File: src/rtl/uos_pkg.sv
// ----------------------------------------------------------------------------
// uos_pkg
// shared constants, types and tables for the unicycle odometry step block
// ----------------------------------------------------------------------------
package uos_pkg;

  localparam int FRAC_BITS     = 16;
  localparam int CORDIC_STAGES = 24;
  localparam int ST_W          = FRAC_BITS + 1;          // sample time width
  localparam int CW            = 34;                     // cordic datapath width
  localparam int MA_W          = 34;                     // multiplier operand a
  localparam int MB_W          = 32;                     // multiplier operand b
  localparam int MP_W          = MA_W + MB_W;            // product width
  localparam int DIV_W         = 33 + FRAC_BITS;         // dividend magnitude
  localparam int T_W           = 32 + ST_W + 1;          // omega * ts width
  localparam int ACC_W         = T_W + 31;               // turn product width
  localparam int STEP_W        = $clog2(CORDIC_STAGES + 1);
  localparam int DCNT_W        = $clog2(DIV_W + 1);

  localparam logic [31:0] CORDIC_GAIN_Q30 = 32'd652032874;
  localparam logic [31:0] RAD_TO_ANGLE    = 32'd683565276;
  localparam logic [ST_W-1:0] TS_RESET    = ST_W'(6554);

  typedef enum logic [2:0] {
    REG_SAMPLE_TIME   = 3'd0,
    REG_INIT_X        = 3'd1,
    REG_INIT_Y        = 3'd2,
    REG_INIT_HEADING  = 3'd3,
    REG_INIT_LIN_VEL  = 3'd4,
    REG_INIT_ANG_VEL  = 3'd5,
    REG_INIT_THROTTLE = 3'd6
  } reg_idx_t;

  typedef enum logic [3:0] {
    S_IDLE, S_ROT, S_M1, S_M2, S_M3, S_M4, S_M5, S_M6, S_M7, S_M8, S_M9,
    S_M10, S_WAIT, S_FIN
  } state_t;

  function automatic logic [31:0] atan_lut(input logic [4:0] k);
    logic [31:0] v;
    case (k)
      5'd0:  v = 32'h20000000;  5'd1:  v = 32'h12E4051E;
      5'd2:  v = 32'h09FB385B;  5'd3:  v = 32'h051111D4;
      5'd4:  v = 32'h028B0D43;  5'd5:  v = 32'h0145D7E1;
      5'd6:  v = 32'h00A2F61E;  5'd7:  v = 32'h00517C55;
      5'd8:  v = 32'h0028BE53;  5'd9:  v = 32'h00145F2F;
      5'd10: v = 32'h000A2F98;  5'd11: v = 32'h000517CC;
      5'd12: v = 32'h00028BE6;  5'd13: v = 32'h000145F3;
      5'd14: v = 32'h0000A2FA;  5'd15: v = 32'h0000517D;
      5'd16: v = 32'h000028BE;  5'd17: v = 32'h0000145F;
      5'd18: v = 32'h00000A30;  5'd19: v = 32'h00000518;
      5'd20: v = 32'h0000028C;  5'd21: v = 32'h00000146;
      5'd22: v = 32'h000000A3;  5'd23: v = 32'h00000051;
      5'd24: v = 32'h00000029;  5'd25: v = 32'h00000014;
      5'd26: v = 32'h0000000A;  5'd27: v = 32'h00000005;
      5'd28: v = 32'h00000003;  5'd29: v = 32'h00000001;
      5'd30: v = 32'h00000001;  5'd31: v = 32'h00000000;
      default: v = 32'h00000000;
    endcase
    return v;
  endfunction

  function automatic logic [31:0] sat32(input logic signed [39:0] v);
    logic [31:0] r;
    if (v > 40'sh007FFFFFFF) r = 32'h7FFFFFFF;
    else if (v < -40'sh0080000000) r = 32'h80000000;
    else r = v[31:0];
    return r;
  endfunction

endpackage

File: src/rtl/uos_mul.sv
// ----------------------------------------------------------------------------
// uos_mul
// shared signed multiplier with registered product
// ----------------------------------------------------------------------------
module uos_mul (
  input  logic                               clk,
  input  logic signed [uos_pkg::MA_W-1:0]    a,
  input  logic signed [uos_pkg::MB_W-1:0]    b,
  output logic signed [uos_pkg::MP_W-1:0]    prod
);
  import uos_pkg::*;

  always_ff @(posedge clk) begin
    prod <= a * b;
  end

endmodule

File: config.mk
export PLATFORM = sky130hd
export DESIGN_NAME = uos_mul
export DESIGN_NICKNAME = d
export VERILOG_FILES = /design/src/rtl/uos_pkg.sv /design/src/rtl/uos_mul.sv
export SDC_FILE = /design/constraint.sdc
export NUM_CORES = 2
export LEC_CHECK = 0
export ABC_CLOCK_PERIOD_IN_PS = 11400
export BUFFER_PORTS_ARGS = -buffer_cell sky130_fd_sc_hd__buf_2
export CORE_MARGIN = 4
export CORE_UTILIZATION = 42
export CTS_CLUSTER_DIAMETER = 60
export DETAILED_ROUTE_END_ITERATION = 6
export PLACE_DENSITY = 0.67
export SLEW_MARGIN = 10
export SYNTH_ARGS = -nofsm -noshare
export SYNTH_HDL_FRONTEND = slang
export SYNTH_SLANG_ARGS = --single-unit
File: constraint.sdc
create_clock -name clk -period 11.4 [get_ports clk]
set_clock_uncertainty 0.2 [all_clocks]
set_input_delay 1.71 -clock clk [delete_from_list [all_inputs] [get_ports clk]]
set_output_delay 1.71 -clock clk [all_outputs]
set_load 0.005 [all_outputs]
==> results.json <==
{
  "status": "complete, no violations",
  "min_path_type": "in2reg",
  "vias": 27783,
  "synthAdderAreaFrac_pct": 63.52,
  "drc": 0,
  "grt_pass1_wl_um": 177100,
  "ios": 133,
  "ys_top_cells_by_count": "1142 x fa_1, 1053 x inv_1, 565 x nand2_1, 534 x and2_1, 219 x clkbuf_1",
  "drive_above_1_share_pct": 5.014,
  "final_cells": 5432,
  "muxShareOfSynthArea_pct": 0,
  "syn-num-nets": 5609,
  "htreeDepth": 3,
  "hold_viol_final": 0,
  "place_ws_ps": 1036,
  "dr.pass1.iters": 5,
  "holdBufCountCts": 0,
  "top_regs": "prod (66)",
  "vias_per_cell": 5.115,
  "synthTopCellsByArea": "fa_1 58%, inv_1 10%, and2_1 8.4%",
  "globalplace.congestion": 0.8638,
  "cts_buffers": 9,
  "grt_pass1_vias": 31599,
  "timing.setup.tns_ps": 0,
  "whs_path_depth": 2,
  "final.min_clock_period_ps": 10090,
  "synth_top_area_cell": "fa_1",
  "chipWidth_um": 315.4,
  "worst_slew_pin_slew_ps": 968.6,
  "syn_area_per_cell_um2": 9.424,
  "rsz0062_at_grt": "false",
  "regMostFlops": "prod",
  "path_class": "in2reg",
  "placementRows": 112,
  "place_inst": 5406,
  "report.final.setup_viol": 0,
  "wl_per_cell_um": 19.86,
  "synth-simple-area-share_pct": 15.62,
  "grt-ovfl-total": 0,
  "clockBufferDepth": 2,
  "synth.distinct_cells": 61,
  "cp-startpoint": "b[2]",
  "required_ps": 11540,
  "dp_hpwl_um": 86460,
  "cp-end-kind": "flop",
  "maxCapViolCount": 0,
  "antenna_found_initial": 12,
  "ys_ff_latch": 66,
  "synth_area_um2": 39690,
  "routed_wirelength_um": 107900,
  "port_buffers": 132,
  "synth_top_family_by_area": "adder cells",
  "min_to": "prod[0]",
  "worstPathMaxFanout": 21,
  "postCtsSetupBuffers": 0,
  "crit_arrival_ps": 10240,
  "synth_edf_count": 0,
  "synth-compound-area-share_pct": 3.792,
  "synthCells": 4212,
  "synthFlopType": "dfxtp_1",
  "synth_xor_area_share_pct": 1.611,
  "ys_seq_area_share_pct": 3.329,
  "postRouteAntennaNets": 0,
  "clock-sinks": 66,
  "cts_resized": 0,
  "grtUsageTotal_pct": 23.11,
  "largest_reg_flops": 66,
  "synthArstFlopShare_pct": 0,
  "core_um2": 93610,
  "cts_tree": "built",
  "yosysWarningCount": 0,
  "finalNetCount": 5560,
  "grt_max_degree": 35,
  "fin_ws_ps": 1306,
  "initial_utilization_pct": 42.40,
  "die_area_um2": 99490,
  "cts-root-buf": "clkbuf_16",
  "start_kind": "primary input",
  "cts.reportedPaths.clkPinSlew_ps": 60,
  "synth_top_area_share_pct": 57.59,
  "whs_ps": 1750,
  "min_from": "a[0]",
  "period_share_pct": 88.54,
  "slew-limit-headroom_pct": 35.43,
  "slew_viol_final": 0,
  "max_freq_mhz": 99.07,
  "area_delta_synth_final_pct": 4.930,
  "first_iter_violations": 1760,
  "die_y_um": 315.4,
  "yosys.cell_count.top_type": "fa_1"
}
==> cell type report <==
cell class,count,area (um2)
well taps,1254,1569
repair buffers,167,923.4
multi-input cells,2866,33560
clock inverters,7,76.32
inverters,1053,3953
fillers,9077,51960
clock buffers,9,225.2
flip-flops and latches,66,1321
diodes,10,25.02
==> through the flow <==
| stage | utilization [%] | cell area [um2] |
|---|---|---|
| final | 44.49 | 41650 |
| after global routing | 44.47 | 41630 |
| after CTS | 44.47 | 41630 |
| after detailed placement | 44.15 | 41320 |
| after global placement | 44.15 | 41320 |
| after floorplan | - | 39690 |
==> how the worst max path moves through the flow <==
stage	endpoint	slack, ps
5_1_grt	prod[63]	1030
2_1_floorplan	prod[65]	2240
4_1_cts	prod[55]	1450
3_3_place_gp	prod[55]	1020
6_report	prod[59]	1310
3_5_place_dp	prod[55]	1040
==> kinds of logic after synthesis <==
kind of cell               after synthesis
adders and majority gates             1330
buffers and inverters                 1280
and+or+nand+nor                       1244
AOI/OAI and AO/OA                      219
xor gates and xnor gates                73
DFF                                     66
==> critical path, cell delays in order <==
cell and delay (ps):
buf_2 480, nand2_1 190, inv_1 180, fa_1 460
fa_1 500, fa_1 540, buf_4 250, inv_1 180
fa_1 570, inv_1 60, fa_1 490, inv_1 60
fa_1 550, fa_1 440, fa_1 490, inv_1 40
ha_1 400, a21oi_1 280, nand3_1 170, a2111oi_1 760
a21o_1 360, and3_4 280, o21ai_0 170, o41ai_1 430
xnor2_1 160
==> cell usage in the layout (no fill, tap or decap), types with 8 or more instances in the layout <==
master / instances
nor2_1: 64
a21o_1: 32
a21oi_1: 73
o21bai_1: 10
buf_4: 35
ha_1: 188
nand2_1: 565
xnor2_1: 52
nand2b_1: 14
inv_1: 1053
nand4_1: 10
nand3_1: 21
xor2_1: 21
o211ai_1: 8
nor2b_1: 8
and2_1: 534
buf_2: 132
o21ai_0: 35
a31oi_1: 10
nor3_1: 10
fa_1: 1142
clkbuf_16: 9
dfxtp_1: 66
diode_2: 10
==> per-layer routing <==
metal | GRT usage, % | vias up | part of all wire, % | wire length, um
li1 | - | 11859 | - | -
met1 | 29.52 | 14660 | 39 | 42540
met2 | 39.50 | 1018 | 49 | 53370
met3 | 4.667 | 244 | 7.3 | 7886
met4 | 7.719 | 2 | 3.7 | 4037
met5 | 0 | - | 0.013 | 14
Power is left out: the tool's default activity adds up to more than one toggle a clock period on the data nets, which glitch-free logic cannot reach.
