`src/rtl/uos_pkg.sv`:
```
// ----------------------------------------------------------------------------
// uos_pkg
// shared constants, types and tables for the unicycle odometry step block
// ----------------------------------------------------------------------------
package uos_pkg;

  localparam int FRAC_BITS     = 16;
  localparam int CORDIC_STAGES = 24;
  localparam int ST_W          = FRAC_BITS + 1;          // sample time width
  localparam int CW            = 34;                     // cordic datapath width
  localparam int MA_W          = 34;                     // multiplier operand a
  localparam int MB_W          = 32;                     // multiplier operand b
  localparam int MP_W          = MA_W + MB_W;            // product width
  localparam int DIV_W         = 33 + FRAC_BITS;         // dividend magnitude
  localparam int T_W           = 32 + ST_W + 1;          // omega * ts width
  localparam int ACC_W         = T_W + 31;               // turn product width
  localparam int STEP_W        = $clog2(CORDIC_STAGES + 1);
  localparam int DCNT_W        = $clog2(DIV_W + 1);

  localparam logic [31:0] CORDIC_GAIN_Q30 = 32'd652032874;
  localparam logic [31:0] RAD_TO_ANGLE    = 32'd683565276;
  localparam logic [ST_W-1:0] TS_RESET    = ST_W'(6554);

  typedef enum logic [2:0] {
    REG_SAMPLE_TIME   = 3'd0,
    REG_INIT_X        = 3'd1,
    REG_INIT_Y        = 3'd2,
    REG_INIT_HEADING  = 3'd3,
    REG_INIT_LIN_VEL  = 3'd4,
    REG_INIT_ANG_VEL  = 3'd5,
    REG_INIT_THROTTLE = 3'd6
  } reg_idx_t;

  typedef enum logic [3:0] {
    S_IDLE, S_ROT, S_M1, S_M2, S_M3, S_M4, S_M5, S_M6, S_M7, S_M8, S_M9,
    S_M10, S_WAIT, S_FIN
  } state_t;

  function automatic logic [31:0] atan_lut(input logic [4:0] k);
    logic [31:0] v;
    case (k)
      5'd0:  v = 32'h20000000;  5'd1:  v = 32'h12E4051E;
      5'd2:  v = 32'h09FB385B;  5'd3:  v = 32'h051111D4;
      5'd4:  v = 32'h028B0D43;  5'd5:  v = 32'h0145D7E1;
      5'd6:  v = 32'h00A2F61E;  5'd7:  v = 32'h00517C55;
      5'd8:  v = 32'h0028BE53;  5'd9:  v = 32'h00145F2F;
      5'd10: v = 32'h000A2F98;  5'd11: v = 32'h000517CC;
      5'd12: v = 32'h00028BE6;  5'd13: v = 32'h000145F3;
      5'd14: v = 32'h0000A2FA;  5'd15: v = 32'h0000517D;
      5'd16: v = 32'h000028BE;  5'd17: v = 32'h0000145F;
      5'd18: v = 32'h00000A30;  5'd19: v = 32'h00000518;
      5'd20: v = 32'h0000028C;  5'd21: v = 32'h00000146;
      5'd22: v = 32'h000000A3;  5'd23: v = 32'h00000051;
      5'd24: v = 32'h00000029;  5'd25: v = 32'h00000014;
      5'd26: v = 32'h0000000A;  5'd27: v = 32'h00000005;
      5'd28: v = 32'h00000003;  5'd29: v = 32'h00000001;
      5'd30: v = 32'h00000001;  5'd31: v = 32'h00000000;
      default: v = 32'h00000000;
    endcase
    return v;
  endfunction

  function automatic logic [31:0] sat32(input logic signed [39:0] v);
    logic [31:0] r;
    if (v > 40'sh007FFFFFFF) r = 32'h7FFFFFFF;
    else if (v < -40'sh0080000000) r = 32'h80000000;
    else r = v[31:0];
    return r;
  endfunction

endpackage

```
`src/rtl/uos_cordic.sv`:
```
// ----------------------------------------------------------------------------
// uos_cordic
// iterative rotation-mode cordic, one micro-rotation per cycle
// ----------------------------------------------------------------------------
module uos_cordic (
  input  logic                           clk,
  input  logic                           rst,
  input  logic                           start,
  input  logic [31:0]                    angle,
  output logic                           busy,
  output logic signed [uos_pkg::CW-1:0]  cos_o,
  output logic signed [uos_pkg::CW-1:0]  sin_o
);
  import uos_pkg::*;

  logic signed [CW-1:0] x, y, z;
  logic [STEP_W-1:0]    step;
  logic                 flip;
  logic [4:0]           k;
  logic signed [CW-1:0] xs, ys, at;

  assign k  = step[4:0];
  assign xs = x >>> k;
  assign ys = y >>> k;
  assign at = $signed({{(CW-32){1'b0}}, atan_lut(k)});

  always_ff @(posedge clk) begin
    if (rst) begin
      busy <= 1'b0;
    end else if (start) begin
      busy <= 1'b1;
    end else if (busy && step == STEP_W'(CORDIC_STAGES - 1)) begin
      busy <= 1'b0;
    end
  end

  always_ff @(posedge clk) begin
    if (start) begin
      flip <= angle[31] ^ angle[30];
      x    <= $signed({{(CW-32){1'b0}}, CORDIC_GAIN_Q30});
      y    <= '0;
      z    <= $signed({{(CW-32){angle[31] ^ angle[31] ^ angle[30]}},
                       angle[31] ^ angle[30] ^ angle[31], angle[30:0]});
      step <= '0;
    end else if (busy) begin
      if (!z[CW-1]) begin
        x <= x - ys;
        y <= y + xs;
        z <= z - at;
      end else begin
        x <= x + ys;
        y <= y - xs;
        z <= z + at;
      end
      step <= step + 1'b1;
    end
  end

  assign cos_o = flip ? -x : x;
  assign sin_o = flip ? -y : y;

endmodule

```
`config.mk`:
```
export PLATFORM = sky130hd
export DESIGN_NAME = uos_cordic
export DESIGN_NICKNAME = d
export VERILOG_FILES = /design/src/rtl/uos_pkg.sv /design/src/rtl/uos_cordic.sv
export SDC_FILE = /design/constraint.sdc
export NUM_CORES = 1
export LEC_CHECK = 0
export ABC_CLOCK_PERIOD_IN_PS = 7850
export BUFFER_PORTS_ARGS = -buffer_cell sky130_fd_sc_hd__buf_4
export CAP_MARGIN = 25
export CORE_MARGIN = 2
export CORE_UTILIZATION = 45
export DETAILED_ROUTE_END_ITERATION = 8
export SKIP_LAST_GASP = 1
export SYNTH_ARGS = -nofsm -noshare
export SYNTH_HDL_FRONTEND = slang
export SYNTH_SLANG_ARGS = --single-unit
```
`constraint.sdc`:
```
create_clock -name clk -period 7.85 [get_ports clk]
set_clock_uncertainty 0.1 [all_clocks]
set_input_delay 0.3925 -clock clk [delete_from_list [all_inputs] [get_ports clk]]
set_output_delay 0.3925 -clock clk [all_outputs]
set_load 0.005 [all_outputs]
```
==> out/metrics.yaml <==
outcome: "complete, no violations"
path_cells: "buf_12 -> mux4_1 -> mux2i_1 -> mux4_2 -> nor3b_1 -> or3b_2 -> nor4_2 -> and3_1 -> nor2_1 -> xnor2_1 -> ha_1 -> a21o_1 -> a21o_1 -> a21oi_1 -> o21ai_0 -> a21oi_1 -> a2bb2oi_1 -> a21oi_1 -> and3_1 -> o311ai_0"
ant_nets: 0
tightest_slew_ps: 933
via_count: 18800
final_nets: 2479
fin_area_um2: 20500
cp.arrival_ps: 7270
viasPerCell: 6.51
crit_fanout: 57
crit_family: "simple AND/OR/NAND/NOR gates"
io_buffers: 103
holdWs_ps: 67.5
grt_setup_unrepaired: "false"
synth_edf_count: 35
cts_root_buffer: "clkbuf_16"
slowest_delay_ps: 840
ios: 104
cp_slowest_cell: "dfxtp_4"
cts.reportedPaths.clkPinSlew_ps: 70
synth_cell_types: 97
crit_required_ps: 8140
peakVddDrop_v: 0.000245
dr.pass1.iters: 6
finalHoldViolations: 0
start_util_pct: 45.6
drt_wl_total_mm: 68.7
numCtsBuffers: 17
slew_viol_final: 0
syn_to_final_growth_pct: 7.24
clock_latency_ps: 500
cts_tree: "done"
dieArea_um2: 44200
layout_worst_path_cycle_share_pct: 88.9
synthesis.nets: 2506
hpwlAfterDp_mm: 50.8
path_buf_inv: 1
antenna_found_initial: 1
critPathKind: "reg -> reg"
maxCapViolCount: 0
cp-startpoint: "k[1]$_SDFFE_PP0P_"
final_common_cell: "nand2_1"
rr_startpoint: "k[1]$_SDFFE_PP0P_"
worst_setup_path_start_kind: "register"
cts-htree-levels: 4
tns_ps: 0
multi_input_area_um2: 14800
slew_headroom_pct: 37.4
finalCriticalPeriod_ps: 6980
post_cts_buffers: 0
drt_iter0_drc: 1869
place_area_um2: 19900
rows: 75
overflow: 0
hold_path.class: "in -> reg"
insertedDiodeCount: 0
syn_area_um2: 19100
worstHoldStart: "angle[21]"
crit_top_cell: "a21oi_1"
ys_seq_elements: 139
setup_viol: 0
endpoint_kind: "register"
seq_area_um2: 3150
leakage_nw: 8.46
grt_max_degree: 91
cts.sinks: 139
wl_per_cell_um: 23.8
maxClockFrequency_mhz: 143
drive_gt1_share_pct: 12.1
drc: 0
final_cell_mix: "241 x nand2_1, 226 x nor2_1, 186 x a21oi_1, 138 x o21ai_0, 138 x buf_4"
fp.dieW_um: 210
die_y_um: 210
async_flop_share_pct: 0
power.density_nw_per_um2: 477
yosys_warnings: 0
first_global_vias: 17900
grt_pass1_wl_mm: 106
syn_inst: 2356
grt_util_all_layers_pct: 31.1
place_congestion: 0.988
seq_area_frac_synth_pct: 16.4
synthFlopType: "dfxtp_1"
syn_avg_cell_area_um2: 8.13
p_total_mw: 9.80
core_area_um2: 41900
fillers: 4110
final_core_util_pct: 48.9
cts_max_path_buffers: 2
## timing repair
item	4_1_cts	5_1_grt
gates resized for setup	0	0
hold buffers	1	0
endpoints found under the hold margin	1	0
## worst paths after layout
path | end | slack, ps | depth (start not counted)
max | x[32]$_SDFFE_PP0P_ | 870 | 20
min | z[21]$_DFFE_PP_ | 70 | 3
max reg2reg | x[32]$_SDFFE_PP0P_ | 870 | 20
min reg2reg | y[1]$_SDFFE_PP0P_ | 570 | 2
## stage by stage
step                setup slack, ps  std cells
floorplan                      1740       2356
global placement               1070       2847
detailed placement              947       2848
CTS                             930       2881
global route                    226       2881
finish                          874       2881
## sequential cells by signal, indices dropped and copies added, names as in the netlist
register and cells:
flip 1, k 5, busy 1, at 30
x 34, z 34, y 34
## final cells by class
cell class	count	share of cell area, %
multi-input combinational	1969	72.1
sequential	139	15.3
timing repair buffer	142	5.34
tap	539	3.28
clock buffer	18	2.19
inverter	60	1.10
clock inverter	14	0.615
## metal layers
| layer | track usage (%) | share of wire [%] | vias to the layer above |
|---|---|---|---|
| met2 | 50.7 | 47 | 782 |
| met5 | 0 | 0 | - |
| met4 | 13.5 | 3.7 | 0 |
| met3 | 5.69 | 7.0 | 147 |
| met1 | 40.4 | 42 | 9115 |
| li1 | - | - | 8710 |
## cell families (layout without fill, tap and decap cells)
kind of cell / count (synthesis) / in the layout / share of synthesized area [%]
buf+inv: 248 / 234 / 6.30
mux: 226 / 226 / 18.5
xor+xnor: 233 / 233 / 10.7
fa+ha+maj: 115 / 115 / 7.63
compound gates: 663 / 663 / 22.4
flops: 139 / 139 / 16.4
simple gates: 732 / 732 / 18.1
## synth_stat cells (20+ instances only)
| master | n | share of area (%) |
|---|---|---|
| ha_1 | 112 | 7.3 |
| mux4_2 | 53 | 6.2 |
| or3_1 | 22 | 0.72 |
| nand3_1 | 32 | 0.84 |
| dfxtp_1 | 104 | 11 |
| clkbuf_1 | 119 | 2.3 |
| a211oi_1 | 24 | 0.94 |
| a31oi_1 | 30 | 0.98 |
| a21oi_1 | 186 | 4.9 |
| o22ai_1 | 28 | 0.91 |
| xor2_1 | 96 | 4.4 |
| edfxtp_1 | 35 | 5.5 |
| xnor2_1 | 136 | 6.2 |
| o31ai_1 | 29 | 1.1 |
| mux4_1 | 35 | 4.8 |
| inv_1 | 54 | 1.1 |
| o21a_1 | 25 | 0.98 |
| buf_2 | 20 | 0.52 |
| o21ai_0 | 138 | 3.6 |
| nand2_1 | 241 | 4.7 |
| nor3_1 | 39 | 1.0 |
| nor2_1 | 227 | 4.5 |
| mux2i_1 | 116 | 6.1 |
| nor2b_1 | 23 | 0.75 |
| a21o_1 | 45 | 1.8 |
## report_power, final
part           total [mW]  internal, mW  switching [mW]  leakage, nW
combinational        7.30          3.28            4.03         6.96
clock               0.839         0.435           0.404        0.289
sequential           1.66          1.01           0.645         1.21
total                9.80          4.72            5.08         8.46
## worst register-to-register path, stage by stage (launching register included)
cell and delay (ps):
dfxtp_4 840, buf_12 380, mux4_1 660, mux2i_1 420, mux4_2 360, nor3b_1 320
or3b_2 520, nor4_2 360, and3_1 390, nor2_1 90, xnor2_1 170, ha_1 370
a21o_1 200, a21o_1 170, a21oi_1 170, o21ai_0 110, a21oi_1 180, a2bb2oi_1 330
a21oi_1 210, and3_1 220, o311ai_0 330
Power figures use the tool's default switching activity.
