**config.mk**
```make
export PLATFORM = sky130hd
export DESIGN_NAME = uos_div
export DESIGN_NICKNAME = d
export VERILOG_FILES = /design/src/rtl/uos_pkg.sv /design/src/rtl/uos_div.sv
export SDC_FILE = /design/constraint.sdc
export NUM_CORES = 1
export LEC_CHECK = 0
export ABC_CLOCK_PERIOD_IN_PS = 2800
export BUFFER_PORTS_ARGS = -buffer_cell sky130_fd_sc_hd__buf_2
export CORE_AREA = 2 2 97 99
export DETAILED_ROUTE_END_ITERATION = 10
export DIE_AREA = 0 0 99 101
export GPL_TIMING_DRIVEN = 0
export PLACE_DENSITY = 0.8
export SLEW_MARGIN = 20
export SYNTH_ARGS = -nofsm -noshare
export SYNTH_HDL_FRONTEND = slang
export SYNTH_SLANG_ARGS = --single-unit
```
**constraint.sdc**
```tcl
create_clock -name clk -period 2.8 [get_ports clk]
set_input_delay 0.14 -clock clk [delete_from_list [all_inputs] [get_ports clk]]
set_output_delay 0.14 -clock clk [all_outputs]
set_load 0.03 [all_outputs]
```
**src/rtl/uos_pkg.sv**
```systemverilog
// ----------------------------------------------------------------------------
// uos_pkg
// shared constants, types and tables for the unicycle odometry step block
// ----------------------------------------------------------------------------
package uos_pkg;

  localparam int FRAC_BITS     = 16;
  localparam int CORDIC_STAGES = 24;
  localparam int ST_W          = FRAC_BITS + 1;          // sample time width
  localparam int CW            = 34;                     // cordic datapath width
  localparam int MA_W          = 34;                     // multiplier operand a
  localparam int MB_W          = 32;                     // multiplier operand b
  localparam int MP_W          = MA_W + MB_W;            // product width
  localparam int DIV_W         = 33 + FRAC_BITS;         // dividend magnitude
  localparam int T_W           = 32 + ST_W + 1;          // omega * ts width
  localparam int ACC_W         = T_W + 31;               // turn product width
  localparam int STEP_W        = $clog2(CORDIC_STAGES + 1);
  localparam int DCNT_W        = $clog2(DIV_W + 1);

  localparam logic [31:0] CORDIC_GAIN_Q30 = 32'd652032874;
  localparam logic [31:0] RAD_TO_ANGLE    = 32'd683565276;
  localparam logic [ST_W-1:0] TS_RESET    = ST_W'(6554);

  typedef enum logic [2:0] {
    REG_SAMPLE_TIME   = 3'd0,
    REG_INIT_X        = 3'd1,
    REG_INIT_Y        = 3'd2,
    REG_INIT_HEADING  = 3'd3,
    REG_INIT_LIN_VEL  = 3'd4,
    REG_INIT_ANG_VEL  = 3'd5,
    REG_INIT_THROTTLE = 3'd6
  } reg_idx_t;

  typedef enum logic [3:0] {
    S_IDLE, S_ROT, S_M1, S_M2, S_M3, S_M4, S_M5, S_M6, S_M7, S_M8, S_M9,
    S_M10, S_WAIT, S_FIN
  } state_t;

  function automatic logic [31:0] atan_lut(input logic [4:0] k);
    logic [31:0] v;
    case (k)
      5'd0:  v = 32'h20000000;  5'd1:  v = 32'h12E4051E;
      5'd2:  v = 32'h09FB385B;  5'd3:  v = 32'h051111D4;
      5'd4:  v = 32'h028B0D43;  5'd5:  v = 32'h0145D7E1;
      5'd6:  v = 32'h00A2F61E;  5'd7:  v = 32'h00517C55;
      5'd8:  v = 32'h0028BE53;  5'd9:  v = 32'h00145F2F;
      5'd10: v = 32'h000A2F98;  5'd11: v = 32'h000517CC;
      5'd12: v = 32'h00028BE6;  5'd13: v = 32'h000145F3;
      5'd14: v = 32'h0000A2FA;  5'd15: v = 32'h0000517D;
      5'd16: v = 32'h000028BE;  5'd17: v = 32'h0000145F;
      5'd18: v = 32'h00000A30;  5'd19: v = 32'h00000518;
      5'd20: v = 32'h0000028C;  5'd21: v = 32'h00000146;
      5'd22: v = 32'h000000A3;  5'd23: v = 32'h00000051;
      5'd24: v = 32'h00000029;  5'd25: v = 32'h00000014;
      5'd26: v = 32'h0000000A;  5'd27: v = 32'h00000005;
      5'd28: v = 32'h00000003;  5'd29: v = 32'h00000001;
      5'd30: v = 32'h00000001;  5'd31: v = 32'h00000000;
      default: v = 32'h00000000;
    endcase
    return v;
  endfunction

  function automatic logic [31:0] sat32(input logic signed [39:0] v);
    logic [31:0] r;
    if (v > 40'sh007FFFFFFF) r = 32'h7FFFFFFF;
    else if (v < -40'sh0080000000) r = 32'h80000000;
    else r = v[31:0];
    return r;
  endfunction

endpackage

```
**src/rtl/uos_div.sv**
```systemverilog
// ----------------------------------------------------------------------------
// uos_div
// restoring unsigned divider, one quotient bit per cycle
// ----------------------------------------------------------------------------
module uos_div (
  input  logic                          clk,
  input  logic                          rst,
  input  logic                          start,
  input  logic [uos_pkg::DIV_W-1:0]     dividend,
  input  logic [uos_pkg::ST_W-1:0]      divisor,
  output logic                          busy,
  output logic [uos_pkg::DIV_W-1:0]     quotient
);
  import uos_pkg::*;

  logic [ST_W-1:0]   dvs;
  logic [ST_W-1:0]   rem;
  logic [ST_W:0]     trial;
  logic              fits;
  logic [DCNT_W-1:0] cnt;

  assign trial = {rem, quotient[DIV_W-1]};
  assign fits  = trial >= {1'b0, dvs};

  always_ff @(posedge clk) begin
    if (rst) begin
      busy <= 1'b0;
    end else if (start) begin
      busy <= 1'b1;
    end else if (busy && cnt == DCNT_W'(1)) begin
      busy <= 1'b0;
    end
  end

  always_ff @(posedge clk) begin
    if (start) begin
      quotient <= dividend;
      dvs      <= divisor;
      rem      <= '0;
      cnt      <= DCNT_W'(DIV_W);
    end else if (busy) begin
      rem      <= fits ? ST_W'(trial - {1'b0, dvs}) : trial[ST_W-1:0];
      quotient <= {quotient[DIV_W-2:0], fits};
      cnt      <= cnt - 1'b1;
    end
  end

endmodule
```
==> impl_metrics.csv <==
group,metric,value,unit
run_status,status,"completed",
logic_synthesis,syn-instance-count,383,
critical_path,r2r-start,"quotient[48]$_DFFE_PP_",
clocking,clk_pin_slew_worst_paths,0.10,ns
sta,slew_violations,0,
logic_synthesis,ys_ff_latch,90,
logic_synthesis,ys_types,54,
critical_path,reg2reg_depth,11,
clocking,cts_tree,"done",
power_and_ir_drop,peakVddDrop,0.000370,V
die,io_pins,119,
drt,drtAntennaViolNets,0,
logic_synthesis,ys.flop_type,"edfxtp_1",
critical_path,critical_path_class,"flip-flop to flip-flop",
die,coreArea,8980,µm²
sta,finalHoldViolCount,0,
grt,antenna_found_initial,0,
logic_synthesis,synth.avg_cell_area,12.0,µm²
final_layout,final_common_cell,"buf_2",
job,drv_cap,0,
drt,dr_total_vias,3792,
die,start_util,51.1,%
critical_path,crit_required,2.93,ns
power_and_ir_drop,power.density,569,nW/µm²
sta,min_period_over_period,99.3,%
drt,drcViolationCount,0,
grt,grt-ovfl-total,0,
clocking,cts_buffer_depth,2,
drt,postRouteWirelength,11800,µm
logic_synthesis,yosysSeqAreaShare,53.6,%
logic_synthesis,netlist_area,4590,µm²
critical_path,r2r_setup_slack,0.02,ns
critical_path,endpoint_kind,"flip-flop",
sta,rsz0062_at_grt,"yes",
sta,slew_headroom,39.3,%
critical_path,reg2reg_to,"quotient[0]$_DFFE_PP_",
drt,firstDrtPassIters,5,
critical_path,critPathMaxFanout,8,
clocking,cts.sink_count,90,
sta,setup-violations-final,0,
final_layout,final_layout_size_suffix_gt1_share,39.5,%
place,gp_congestion,0.870,
clocking,cts_htree_levels,3,
logic_synthesis,yosys.area.top_type,"edfxtp_1",
logic_synthesis,synth_edf_count,66,
final_layout,n_antenna_cell,0,
grt,grt_pass1_wl,18600,µm
logic_synthesis,yosysWarnings,0,
grt,grt_max_degree,39,
place,hpwl,8150,µm
hold_path,worstHoldEndpoint,"quotient[42]$_DFFE_PP_",
sta,layout_setup_ws,0.0209,ns
logic_synthesis,synth_area_leaders,"edfxtp_1 (43%), mux2_2 (12%), dfxtp_1 (10%), ha_1 (5.2%), xnor2_1 (2.1%)",
die,die_h,101,µm
final_layout,syn_to_final_growth,28.1,%
grt,grt_pass1_vias,3863,
place,portBuffers,118,
logic_synthesis,syn-num-nets,472,
critical_path,crit_path_start_kind,"flip-flop",
grt,grt_use_total,23.7,%
die,die_area,10000,µm²
clocking,cts_root_buffer,"clkbuf_8",
sta,setup_tns,0,ns
final_layout,mostFrequentLayoutCells,"buf_2 (118), edfxtp_1 (66), mux2_2 (50)",
final_layout,fill_cells,679,
drt,wire_per_inst,18.0,µm
place,dp.cells,613,
hold_path,min_from,"dividend[42]",
sta,min_period,2.78,ns
die,row_count,35,
power_and_ir_drop,leakagePower,0.00248,µW
hold_path,hold_depth,2,
hold_path,worstHoldPathType,"primary input to flip-flop",
die,die_x,99,µm
drt,via_per_inst,5.79,
final_layout,nets,628,
clocking,insertion_delay,0.37,ns
place,pre_cts_ws,-0.139,ns
final_layout,final_cells,655,
critical_path,arrival,2.91,ns
sta,worst_slew_pin_slew,0.907,ns
drt,drt_iter0_drc,440,
clocking,cts_buffers,9,
logic_synthesis,synth-async-reset-ratio,0,%
logic_synthesis,synth_top_area_share,43.2,%
sta,fmax,360,MHz
sta,fin_skew,0.0141,ns
-- state kept, by name, summed over array words and instances (netlist names) --
name      flops
busy          1
cnt           6
dvs          17
quotient     49
rem          17
-- layer usage --
| layer | routed length [µm] | share of wire (%) | track usage, % | up-vias |
|---|---|---|---|---|
| li1 | - | - | - | 1754 |
| met2 | 5820 | 49 | 39.6 | 217 |
| met4 | 308 | 2.6 | 11.9 | 0 |
| met3 | 1090 | 9.3 | 6.03 | 26 |
| met5 | 0 | 0 | 0 | - |
| met1 | 4560 | 39 | 28.5 | 1795 |
-- kinds of logic after synthesis --
kind of cell / share of synthesized area, %
buffers and inverters: 3.79
and+or+nand+nor: 9.46
DFF: 53.6
xor gates and xnor gates: 2.86
adders and majority gates: 5.61
muxes: 12.3
AOI/OAI and AO/OA: 12.4
-- worst max-delay path by stage --
stage / from / to
finish: quotient[48]$_DFFE_PP_ / quotient[0]$_DFFE_PP_
global route: quotient[48]$_DFFE_PP_ / quotient[0]$_DFFE_PP_
CTS: quotient[48]$_DFFE_PP_ / rem[8]$_SDFFE_PP0P_
detailed placement: quotient[48]$_DFFE_PP_ / rem[0]$_SDFFE_PP0P_
global placement: quotient[48]$_DFFE_PP_ / quotient[0]$_DFFE_PP_
floorplan: quotient[48]$_DFFE_PP_ / quotient[0]$_DFFE_PP_
-- cell type report --
class / count / area [µm²] / area share [%]
sequential: 90 / 2460 / 41.9
multi-input combinational: 253 / 2000 / 34.0
timing repair buffer: 145 / 868 / 14.8
tap: 111 / 139 / 2.36
clock buffer: 9 / 124 / 2.11
buffer: 16 / 98.8 / 1.68
clock inverter: 7 / 95.1 / 1.62
inverter: 24 / 90.1 / 1.53
-- critical path: stages (launching register included) --
cell      delay [ns]
edfxtp_1        0.41
inv_2           0.08
ha_2            0.17
inv_1           0.05
fa_2            0.35
a21o_1          0.20
a221o_1         0.40
a21oi_2         0.22
or3_4           0.17
buf_8           0.13
nand2_2         0.10
mux2_2          0.27
-- report_power, final --
| part | internal [µW] | switching [µW] | leakage, µW |
|---|---|---|---|
| logic | 297 | 438 | 0.00152 |
| clock network | 439 | 541 | 0.000111 |
| registers | 1570 | 63.5 | 0.000856 |
| total | 2300 | 1040 | 0.00248 |
-- per-stage QoR --
| step | cell area [µm²] | power (µW) | hold WS, ns | utilization [%] |
|---|---|---|---|---|
| finish | 5880 | 3340 | 0.0584 | 65.5 |
| global route | 5880 | 3470 | 0.0498 | 65.5 |
| CTS | 5760 | 3320 | 0.0465 | 64.2 |
| detailed placement | 5340 | 2340 | 0.305 | 59.5 |
| global placement | 5320 | 2310 | 0.299 | 59.3 |
| floorplan | 4590 | 2120 | 0.212 | - |
-- Yosys cell counts (3+ instances only) --
cell type and instances:
o21a_1 3, a211oi_1 3, nand2_1 22, o211ai_1 4, nand2b_1 4, ha_1 19
and2_1 3, a21o_1 5, edfxtp_1 66, dfxtp_1 24, nor2_1 22, inv_1 24
a21oi_1 17, o21ai_0 8, nand3_1 10, xnor2_1 11, o21bai_1 3, o221ai_1 3
nand4_1 7, xor2_1 4, o21ai_1 8, clkbuf_1 12, a311oi_1 9, buf_6 3
and3_1 3, nor3_1 6, mux2_2 50
-- timing repair --
| item | in CTS | in global routing |
|---|---|---|
| cloned | 0 | 1 |
| setup buffers | 1 | 6 |
| resized for setup | 4 | 15 |
| pin swaps | 1 | 6 |
| hold endpoints to repair | 18 | 0 |
| endpoints found under the setup margin | 10 | 18 |
| hold buffers | 18 | 0 |
Power figures use the tool's default switching activity.
